`config.mk`:
```
export PLATFORM = sky130hd
export DESIGN_NAME = uedt_cell
export DESIGN_NICKNAME = d
export VERILOG_FILES = /design/src/uedt_pkg.sv /design/src/uedt_cell.sv
export SDC_FILE = /design/constraint.sdc
export NUM_CORES = 1
export LEC_CHECK = 0
export ABC_CLOCK_PERIOD_IN_PS = 1700
export CORE_MARGIN = 3
export CORE_UTILIZATION = 55
export CTS_BUF_LIST = sky130_fd_sc_hd__clkbuf_2
export DETAILED_ROUTE_END_ITERATION = 10
export DONT_BUFFER_PORTS = 1
export GPL_TIMING_DRIVEN = 0
export HOLD_SLACK_MARGIN = 0.03
export PLACE_DENSITY = 0.73
export SYNTH_ARGS = -nofsm -noshare
export SYNTH_HDL_FRONTEND = slang
export SYNTH_SLANG_ARGS = --single-unit
```
`constraint.sdc`:
```
create_clock -name clk -period 1.7 [get_ports clk]
set_clock_uncertainty 0.2 [all_clocks]
set_input_delay 0.51 -clock clk [delete_from_list [all_inputs] [get_ports clk]]
set_output_delay 0.51 -clock clk [all_outputs]
set_load 0.01 [all_outputs]
```
`src/uedt_pkg.sv`:
```
// ----------------------------------------------------------------------------
// uedt_pkg
// Shared types and constants for the unordered edge dedup table.
// ----------------------------------------------------------------------------
package uedt_pkg;

	localparam int CAPACITY_DEF    = 256;
	localparam int VERTEX_BITS_DEF = 16;

	localparam logic OP_ADD   = 1'b0;
	localparam logic OP_CLEAR = 1'b1;

	typedef enum logic [1:0] {
		ST_IDLE,
		ST_LAUNCH,
		ST_SEARCH,
		ST_DONE
	} uedt_state_t;

	// search transaction travelling along the cell row
	typedef struct packed {
		logic vld;
		logic hit;
	} tok_ctl_t;

endpackage

```
`src/uedt_cell.sv`:
```
// ----------------------------------------------------------------------------
// uedt_cell
// One table entry: holds an edge, compares it against the passing search
// transaction in both orientations and forwards the transaction one step.
// ----------------------------------------------------------------------------
module uedt_cell import uedt_pkg::*; #(
	parameter int VB       = VERTEX_BITS_DEF,
	parameter int IW       = 8,
	parameter int CW       = 9,
	parameter int CELL_IDX = 0
) (
	input  logic          clk,
	input  logic          arst_n,
	input  tok_ctl_t      ctl_in,
	input  logic [IW-1:0] idx_in,
	input  logic [VB-1:0] a,
	input  logic [VB-1:0] b,
	input  logic [CW-1:0] count,
	input  logic          wr_en,
	input  logic [IW-1:0] wr_idx,
	output tok_ctl_t      ctl_out,
	output logic [IW-1:0] idx_out
);

	logic [VB-1:0] first_q;
	logic [VB-1:0] second_q;
	logic          live;
	logic          match;
	tok_ctl_t      ctl_q;
	logic [IW-1:0] idx_q;

	assign live  = CW'(CELL_IDX) < count;
	assign match = ctl_in.vld && !ctl_in.hit && live &&
		((first_q == a && second_q == b) || (first_q == b && second_q == a));

	always_ff @(posedge clk or negedge arst_n) begin
		if (!arst_n) begin
			ctl_q <= '0;
		end else begin
			ctl_q.vld <= ctl_in.vld;
			ctl_q.hit <= ctl_in.hit || match;
		end
	end

	always_ff @(posedge clk) begin
		idx_q <= match ? IW'(CELL_IDX) : idx_in;
		if (wr_en && wr_idx == IW'(CELL_IDX)) begin
			first_q  <= a;
			second_q <= b;
		end
	end

	assign ctl_out = ctl_q;
	assign idx_out = idx_q;

endmodule

```
==> flow_summary.ini <==
[setup_path]
arrival_ps = 2110
cp.required_ps = 1800
cp-end-kind = flop
reg2reg_depth = 5
r2r_slack_ps = -310
path_max_fanout = 4
startpoint_type = flop
critPathKind = reg -> reg

[synth]
netlist_instances = 144
synth_common_cells = 64 x xor2_1, 32 x edfxtp_1, 19 x nor4_1, 8 x a21boi_0, 8 x dfxtp_1
yosysSeqAreaShare = 0.5902
synth-edff-count = 32
yosys_warnings = 0
synth.most_common_cell = xor2_1
yosys.area.top_type = edfxtp_1
synth_top_flop_cell = edfxtp_1
synthTopCellsByArea = edfxtp_1 48%, xor2_1 28%, dfxtp_1 8.1%
ys_types = 14
synth_area_mm2 = 0.001984
synth_top_area_share = 0.4842
synth.avg_cell_area_um2 = 13.78
ys_ff_latch = 42
synth_nets = 206
async_flop_share = 0.04762

[detailed_routing]
viasPerCell = 5.348
routed_wl_mm = 4.672
drc_errors = 0
ant_nets = 0
drt_first_pass_iters = 4
num_vias = 1337
wl_per_cell_um = 18.69
drtIter0Drc = 76

[timing]
max-slew-margin-rel = 0.2598
period_minus_slack_ps = 2012
worst_slack_ps = -312.4
tns_ps = -2560
worstMarginPinSlew_ps = 1103
fin_crit_sh = 1.184
fmax_mhz = 496.9
finalSetupViolations = 9
finalMaxSlewViolations = 0
hold_viol_final = 0
rsz0062_at_grt = yes

[place]
post-place-cells = 192
hpwlAfterDp_mm = 3.023
gp_congestion = 0.8176
dp_slack_ps = -383.7
port_buffers = 0

[grt]
track_usage = 0.2229
grt_max_degree = 17
grt_pass1_wl_mm = 7.141
antenna_found_initial = 0
grt_pass1_vias = 1498
overflow = 0

[clock_network]
cts.sinks = 42
cts_tree = built
clk_pin_slew_ps = 220
cts-buffers-inserted = 5
clock_latency_ps = 420
clockBufferDepth = 2
clockRootBuffer = clkbuf_2
ctsHtreeMaxLevel = 2

[cells_and_area]
drive_gt1_frac = 0.1127
final_nets = 265
utilization = 0.7839
antenna_cells = 0
instances_no_fill = 250
syn_to_final_growth_pct = 34.93
final.fill_count = 214

[floorplanning]
io_pins = 72
die_w_um = 66.07
coreArea_mm2 = 0.003416
num_rows = 21
dieArea_mm2 = 0.004365
die_y_um = 66.07
start_util = 0.5810

[power_and_ir_drop]
ir_worst_vdd_uv = 769.3
p_leak_nw = 0.9731
design_power_total_mw = 1.871
power_density_mw_per_mm2 = 698.7

[status]
outcome = finished with violations
violations = setup timing

[min_path]
hold_depth = 1
hp-class = in -> reg

[flow_run]
drv_cap = 0
==> cells in the final DEF, fill, tap and decap left out, types with 2 or more instances in the layout <==
| cell type | count |
|---|---|
| a21boi_1 | 8 |
| buf_4 | 6 |
| clkbuf_2 | 5 |
| clkinv_2 | 2 |
| dfrtp_1 | 2 |
| dfxtp_1 | 8 |
| dlygate4sd3_1 | 43 |
| edfxtp_1 | 32 |
| nand4_1 | 4 |
| nor4_1 | 14 |
| nor4_2 | 3 |
| nor4_4 | 2 |
| xor2_1 | 64 |
==> through the flow <==
step | cell area [um2] | hold slack, ps
detailed placement | 2098 | 14.46
CTS | 2643 | 72.69
finish | 2678 | 93.09
floorplan | 2014 | 14.41
global placement | 2072 | 14.49
global route | 2678 | 53.70
==> cell type report <==
class / instances / area (um2) / area share
clock inverters: 3 / 40.04 / 0.01495
multi-input cells: 102 / 878.3 / 0.3280
flip-flops and latches: 42 / 1171 / 0.4374
repair buffers: 51 / 501.7 / 0.1874
inverters: 1 / 3.754 / 0.001402
clock buffers: 5 / 25.02 / 0.009346
well taps: 46 / 57.56 / 0.02150
==> per-layer routing <==
metal  track usage  part of all wire  up-vias
li1              -                 -      653
met1        0.2867              0.43      631
met2        0.3717              0.50       50
met3       0.06973             0.070        3
met4       0.04569            0.0064        0
met5             0                 0        -
==> worst max-delay path, stage by stage (launching register included) <==
cell	delay, ps
edfxtp_1	480
xor2_1	160
nor4_1	320
nand4_1	280
o22ai_2	340
a21boi_1	110
==> power by group <==
part	internal, mW	leakage (nW)	switching (mW)
combinational	0.114	0.552	0.0579
clock	0.244	0.0427	0.325
sequential	1.12	0.378	0.0131
total	1.47	0.973	0.396
==> registers in the layout, indices dropped and copies added, names as in the netlist <==
name      count
idx_out       8
first_q      16
second_q     16
ctl_out       2
==> logic make-up (layout without fill, tap and decap cells) <==
kind of cell           Yosys count  after routing  synth area share
XOR/XNOR                        64             64            0.2825
flip-flops                      42             42            0.5902
AND/OR/NAND/NOR                 26             26           0.08070
AO/OA/AOI/OAI                   11             12           0.04477
buffers and inverters            1             60          0.001890
==> what timing repair did <==
item,in CTS,in global routing
setup buffers,3,3
gates cloned,1,0
pin swaps,8,6
hold buffers,43,0
gates resized for setup,2,2
endpoints found under the setup margin,9,9
hold endpoints to repair,44,0
==> worst paths after layout <==
path | from | to
min | wr_idx[1] | second_q[13]
max reg2reg | first_q[9] | idx_out[7]
max | first_q[9] | idx_out[7]
max in group asynchronous | arst_n | ctl_out[1]
min in group asynchronous | arst_n | ctl_out[0]
min reg2reg | first_q[5] | idx_out[0]
Power figures use the tool's default switching activity.
